**src/vbs_pkg.sv**
```systemverilog
// shared constants, config register codes and control structs for the
// vertical border search block; no dependencies
package vbs_pkg;

  localparam int IMG_WIDTH_DEF  = 512;
  localparam int IMG_HEIGHT_DEF = 512;

  // fixed field widths
  localparam int COORD_W   = 9;
  localparam int CFG_W     = 8;
  localparam int CFG_IDX_W = 2;
  localparam int WHH_W     = 8;
  localparam int THR_W     = 8;
  localparam int INSET_W   = 4;

  // config register indexes
  localparam logic [CFG_IDX_W-1:0] CFG_WINDOW_HALF_HEIGHT = 2'd0;
  localparam logic [CFG_IDX_W-1:0] CFG_DARK_THRESHOLD     = 2'd1;
  localparam logic [CFG_IDX_W-1:0] CFG_BOX_INSET          = 2'd2;

  // config reset values
  localparam logic [WHH_W-1:0]   WHH_RESET   = 8'd100;
  localparam logic [THR_W-1:0]   THR_RESET   = 8'd75;
  localparam logic [INSET_W-1:0] INSET_RESET = 4'd4;

  // request opcodes
  localparam logic OP_LOAD   = 1'b0;
  localparam logic OP_SEARCH = 1'b1;

  // controller to datapath
  typedef struct packed {
    logic start;
    logic load_write;
    logic rd_center;
    logic rd_win;
    logic win_clear;
    logic next_side;
    logic result_load;
    logic result_found;
  } vbs_cmd_t;

  // datapath to controller
  typedef struct packed {
    logic at_edge;
    logic center_dark;
    logic idx_last;
    logic whh_zero;
    logic count_ge;
    logic side_right;
  } vbs_stat_t;

endpackage

```
**src/vbs_ctrl.sv**
```systemverilog
// controller: sequences loads, side steps, window scans and result hand-off
// depends on vbs_pkg
module vbs_ctrl (
  input  logic                clk,
  input  logic                rst,
  input  logic                in_valid,
  input  logic                in_opcode,
  output logic                in_ready,
  input  logic                out_ready,
  output logic                out_valid,
  input  vbs_pkg::vbs_stat_t  stat,
  output vbs_pkg::vbs_cmd_t   cmd
);

  typedef enum logic [2:0] {
    S_IDLE,
    S_EDGE,
    S_CENTER,
    S_WIN,
    S_TAIL,
    S_DECIDE,
    S_DONE
  } state_t;

  state_t state, state_next;
  logic   found, found_next;
  logic   out_valid_next;
  logic   accept;

  assign in_ready = (state == S_IDLE);
  assign accept   = in_valid && in_ready;

  always_comb begin
    state_next     = state;
    found_next     = found;
    out_valid_next = out_valid && !out_ready;
    cmd            = '0;
    unique case (state)
      S_IDLE: begin
        if (accept) begin
          if (in_opcode == vbs_pkg::OP_SEARCH) begin
            cmd.start  = 1'b1;
            state_next = S_EDGE;
          end else begin
            cmd.load_write = 1'b1;
          end
        end
      end
      S_EDGE: begin
        if (stat.at_edge) begin
          found_next = 1'b0;
          state_next = S_DONE;
        end else begin
          cmd.rd_center = 1'b1;
          state_next    = S_CENTER;
        end
      end
      S_CENTER: begin
        if (stat.center_dark) begin
          cmd.win_clear = 1'b1;
          state_next    = stat.whh_zero ? S_DECIDE : S_WIN;
        end else begin
          state_next = S_EDGE;
        end
      end
      S_WIN: begin
        cmd.rd_win = 1'b1;
        if (stat.idx_last) begin
          state_next = S_TAIL;
        end
      end
      S_TAIL: begin
        state_next = S_DECIDE;
      end
      S_DECIDE: begin
        if (stat.count_ge) begin
          if (stat.side_right) begin
            found_next = 1'b1;
            state_next = S_DONE;
          end else begin
            cmd.next_side = 1'b1;
            state_next    = S_EDGE;
          end
        end else begin
          state_next = S_EDGE;
        end
      end
      S_DONE: begin
        if (!out_valid || out_ready) begin
          cmd.result_load  = 1'b1;
          cmd.result_found = found;
          out_valid_next   = 1'b1;
          state_next       = S_IDLE;
        end
      end
      default: begin
        state_next = S_IDLE;
      end
    endcase
  end

  always_ff @(posedge clk) begin
    if (rst) begin
      state     <= S_IDLE;
      found     <= 1'b0;
      out_valid <= 1'b0;
    end else begin
      state     <= state_next;
      found     <= found_next;
      out_valid <= out_valid_next;
    end
  end

`ifndef SYNTHESIS
  a_search_starts: assert property (@(posedge clk) disable iff (rst)
    (accept && in_opcode == vbs_pkg::OP_SEARCH) |=> (state == S_EDGE))
    else $error("search request did not start a side step");

  a_load_stays_idle: assert property (@(posedge clk) disable iff (rst)
    (accept && in_opcode == vbs_pkg::OP_LOAD) |=> (state == S_IDLE))
    else $error("load request left the idle state");

  a_no_overwrite: assert property (@(posedge clk) disable iff (rst)
    cmd.result_load |-> (!out_valid || out_ready))
    else $error("result loaded over an untaken result");

  a_valid_from_done: assert property (@(posedge clk) disable iff (rst)
    $rose(out_valid) |-> ($past(state) == S_DONE))
    else $error("result raised outside the done state");
`endif

endmodule
```
**config.mk**
```make
export PLATFORM = sky130hd
export DESIGN_NAME = vbs_ctrl
export DESIGN_NICKNAME = d
export VERILOG_FILES = /design/src/vbs_pkg.sv /design/src/vbs_ctrl.sv
export SDC_FILE = /design/constraint.sdc
export NUM_CORES = 1
export LEC_CHECK = 0
export BUFFER_PORTS_ARGS = -buffer_cell sky130_fd_sc_hd__clkbuf_2
export CORE_AREA = 8 8 45 47
export CTS_CLUSTER_DIAMETER = 60
export DETAILED_ROUTE_END_ITERATION = 8
export DIE_AREA = 0 0 53 55
export PLACE_DENSITY = 0.66
export SLEW_MARGIN = 20
export SYNTH_ARGS = -nofsm -noshare
export SYNTH_HDL_FRONTEND = slang
export SYNTH_SLANG_ARGS = --single-unit
```
**constraint.sdc**
```tcl
create_clock -name clk -period 1.5 [get_ports clk]
set_clock_uncertainty 0.15 [all_clocks]
set_input_delay 0.075 -clock clk [delete_from_list [all_inputs] [get_ports clk]]
set_output_delay 0.075 -clock clk [all_outputs]
set_load 0.03 [all_outputs]
```
# After elaboration in Yosys (flattened, before gate mapping)
# Cells that the tools add are included.
[word_totals]
ff_bits = 5
input_bits = 11
out_inout_bits = 10
[classes]
eq_ne = 13
muxes = 30
n_reduce_logical = 9
[op_table]
columns = ["cell", "n"]
rows = [
  ["$mux 3", 9],
  ["$pmux 3 s7", 1],
  ["$mux 1", 15],
  ["$ne 2x2->1 const B", 6],
  ["$eq 3x3->1 const B", 3],
  ["$mux 2", 4],
  ["$reduce_and 4->1", 2],
  ["$eq 3x2->1 const B", 2],
  ["$eq 3x1->1 const B", 1],
  ["$logic_not 3->1", 1],
  ["$logic_and 1x1->1", 2],
  ["$logic_not 1->1", 2],
  ["$ne 2x1->1 const B", 1],
  ["$pmux 1 s2", 1],
  ["$reduce_bool 2->1", 1],
  ["$logic_or 1x1->1", 1],
]

# Depth between registers and ports, before layout
[depth]
word_depth = 4
depth_mapped = 5
ltp_nobuf = 4

# Worst setup path before layout
# No wires, ideal clock.
[synth_path]
path_kind = "register to output"
from = "reg state[0]"
to = "out cmd[6] (netlist name)"
t_arrival_ps = 1320
required_ps = 1275
slack_ps = -45
stages_incl_launch_ff = 5
cell_sequence = "dfxtp_1 buf_6 nor3_4 nand2_1 nor2_1"
[synth_lines]
columns = ["item", "line", "rtl"]
rows = [
  ["start: declaration", "vbs_ctrl.sv:25", "state_t state, state_next;"],
  ["start signal: assignment", "vbs_ctrl.sv:108", "state <= state_next;"],
  ["end: declaration", "vbs_ctrl.sv:12", "output vbs_pkg::vbs_cmd_t cmd"],
]

==> metrics <==
Die X=53 um; Synth Cell Area=419 um^2; LEAKAGE=0.000347 uW; switching power=210 uW; DP Cell Count=89; Diodes inserted=0; Finished Layout Cells=100; fmax=0.656 GHz; Worst setup startpoint=state[2]; crit-path max FO=5; RR Startpoint=state[2]; status=complete, but fails checks; Syn Nets=63; Crit Path Category=flop to primary output; crit path DAT=1.30 ns; GRT overflow=0; sequential-to-total area share from yosys stat=23.9%; CTS sink count=5; failing checks=setup timing; Hold Vio Cnt, Final=0; Final ANT Viol Nets=0; Crit-path slowest cell=dfxtp_4; final setup violation count=2; Yosys Warn Count=0; site row count=14; Yosys cell types=28; Sw Share=35.9%; RSZ-0062 raised after global routing=true; TritonCTS Buffers=3; PD cells=864 mW/mm^2; root buf cell=clkbuf_4; CTS HTree Levels=1; mean post-synth cell area=8.06 um^2; area grow syn2layout=61.2%; Starting Density=30.3%; DP HPWL=892 um; Tcrit/Tclk final=102%; commonest non-fill, non-tap cell in the layout=clkbuf_2; DRC=0; vias=506; Crit path largest cell delay=0.37 ns; critical path startpoint category=flop; vias per inst=5.06; DIE AREA=0.00292 mm^2; # nets final=96; Max transition margin=83.8%; Core ar.=0.00138 mm^2; cell count after synthesis=52; R2R Setup Slk=0.15 ns; CP Cell Sequence=buf_6 > nor3_4 > and3_1 > clkbuf_8; Setup WS post-layout=-0.0240 ns; CTS clk-pin slew, worst paths=0.05 ns; initial antenna violation count=0; dpl ws=0.0965 ns; CP required=1.27 ns; I/O pin cnt=21; Routed WL per cell=12.8 um; commonest cells after routing, fill and taps aside=16 x clkbuf_2, 6 x nand2_1, 6 x buf_4; layout cell share with drive strength beyond 1=50.0%; vias in the first global route=524; design area=676 um^2; routed wire length=1280 um; Cell Int Power=374 uW; initial drt markers=11; largest net degree at the start of global routing=8; Max Cap Viol=0; clock tree buffer depth=2; CTS tree=done; gpl congestion=0.806; dpl cell area=539 um^2; Slew Limit Fails=0; # port buffers=20; worst slew pin tran=0.240 ns; Worst setup endpoint=cmd[7]; Peak VDD IR=0.000493 V; R2R Path End=state[2]; Synth Register Bits=5; Clk pwr share=26.4%; Die Height=55 um; Worst setup EP type=primary output; Seq pwr share=29.3%; hold crit path type=primary input to flop; post-route minimum period=1.52 ns; Comb pwr share=44.4%; first-pass GRT wire length=2230 um; insertion delay to the later sink of the worst-skew pair=0.24 ns; First-pass DRT Iterations=4; Register-to-Register Path Depth=4; GRT Resource Usage Total=9.95%
metal layers:
| layer | vias to the layer above | global-route usage, % | part of all wire (%) |
|---|---|---|---|
| li1 | 252 | - | - |
| met1 | 240 | 10.5 | 40 |
| met2 | 14 | 18.0 | 55 |
| met3 | 0 | 3.74 | 4.5 |
| met4 | 0 | 3.02 | 0 |
| met5 | - | 0 | 0 |
what timing repair did:
item	4_1_cts	5_1_grt
hold endpoints to repair	5	0
resized for setup	16	2
setup endpoints to repair	7	5
setup buffers	5	0
pin swaps	3	2
hold buffers	2	0
through the flow:
stage	util (%)	setup TNS, ns	total power (uW)	hold slack [ns]
after CTS	48.7	-0.0146	589	0.0290
after global routing	48.8	-0.192	627	0.0545
final	48.8	-0.0351	584	0.0371
after floorplan	-	0	332	-0.00593
after global placement	39.0	0	383	0.170
after detailed placement	39.0	0	385	0.167
Yosys cell counts:
| cell | number | share of area, % |
|---|---|---|
| nand2_1 | 6 | 5.4 |
| a21oi_1 | 5 | 6.0 |
| dfxtp_1 | 5 | 24 |
| nor2_1 | 4 | 3.6 |
| nor2b_1 | 4 | 6.0 |
| buf_6 | 3 | 8.1 |
| a31oi_1 | 2 | 3.0 |
| nor3b_1 | 2 | 3.6 |
| o21ai_1 | 2 | 2.4 |
| a21bo_2 | 1 | 2.4 |
| a22oi_1 | 1 | 1.8 |
| and2_1 | 1 | 1.5 |
| and2b_1 | 1 | 1.8 |
| and3_1 | 1 | 1.5 |
| and3b_2 | 1 | 2.4 |
| and4b_2 | 1 | 2.7 |
| and4bb_1 | 1 | 3.0 |
| inv_1 | 1 | 0.89 |
| nand2b_1 | 1 | 1.5 |
| nand3_1 | 1 | 1.2 |
| nand3b_2 | 1 | 2.7 |
| nand4_1 | 1 | 1.5 |
| nor3_4 | 1 | 3.9 |
| nor3b_2 | 1 | 3.0 |
| o21ai_0 | 1 | 1.2 |
| o311ai_1 | 1 | 2.1 |
| or2_0 | 1 | 1.5 |
| or2b_1 | 1 | 1.8 |
logic make-up after synthesis:
logic type,count (synthesis),synth area share (%)
buffers and inverters,4,8.95
AO/OA/AOI/OAI,13,18.8
flip-flops,5,23.9
AND/OR/NAND/NOR,30,48.4
how the worst min path moves through the flow:
stage | startpoint | to | slack, ns | cells past startpoint
2_1_floorplan | rst | found | -0.006 | 1
3_3_place_gp | rst | state[2] | 0.17 | 2
3_5_place_dp | rst | state[2] | 0.17 | 2
4_1_cts | out_ready | out_valid | 0.03 | 3
5_1_grt | stat[0] | found | 0.05 | 3
6_report | stat[2] | state[1] | 0.04 | 4
critical path: cells and delay by family (launching register included):
family | cells | cell delay, ns
buffers and inverters | 2 | 0.28
AND/OR/NAND/NOR | 2 | 0.41
flip-flops | 1 | 0.37
sequential cells by signal, summed over array words and instances (netlist names):
signal	count
state	3
found	1
out_valid	1
cell type report:
| cell class | count | area [um^2] |
|---|---|---|
| clock buffers | 4 | 26.3 |
| well taps | 16 | 20.0 |
| repair buffers | 31 | 219 |
| multi-input cells | 43 | 295 |
| inverters | 1 | 3.75 |
| fillers | 131 | 708 |
| flip-flops and latches | 5 | 111 |
power groups by stage:
stage               Clock [uW]  Sequential (uW)  Combinational, uW
finish                     154              171                259
global route               172              173                282
CTS                        162              170                257
detailed placement           0              170                215
global placement             0              171                212
floorplan                    0              155                177
No activity file was read; power rests on OpenSTA's default activity.
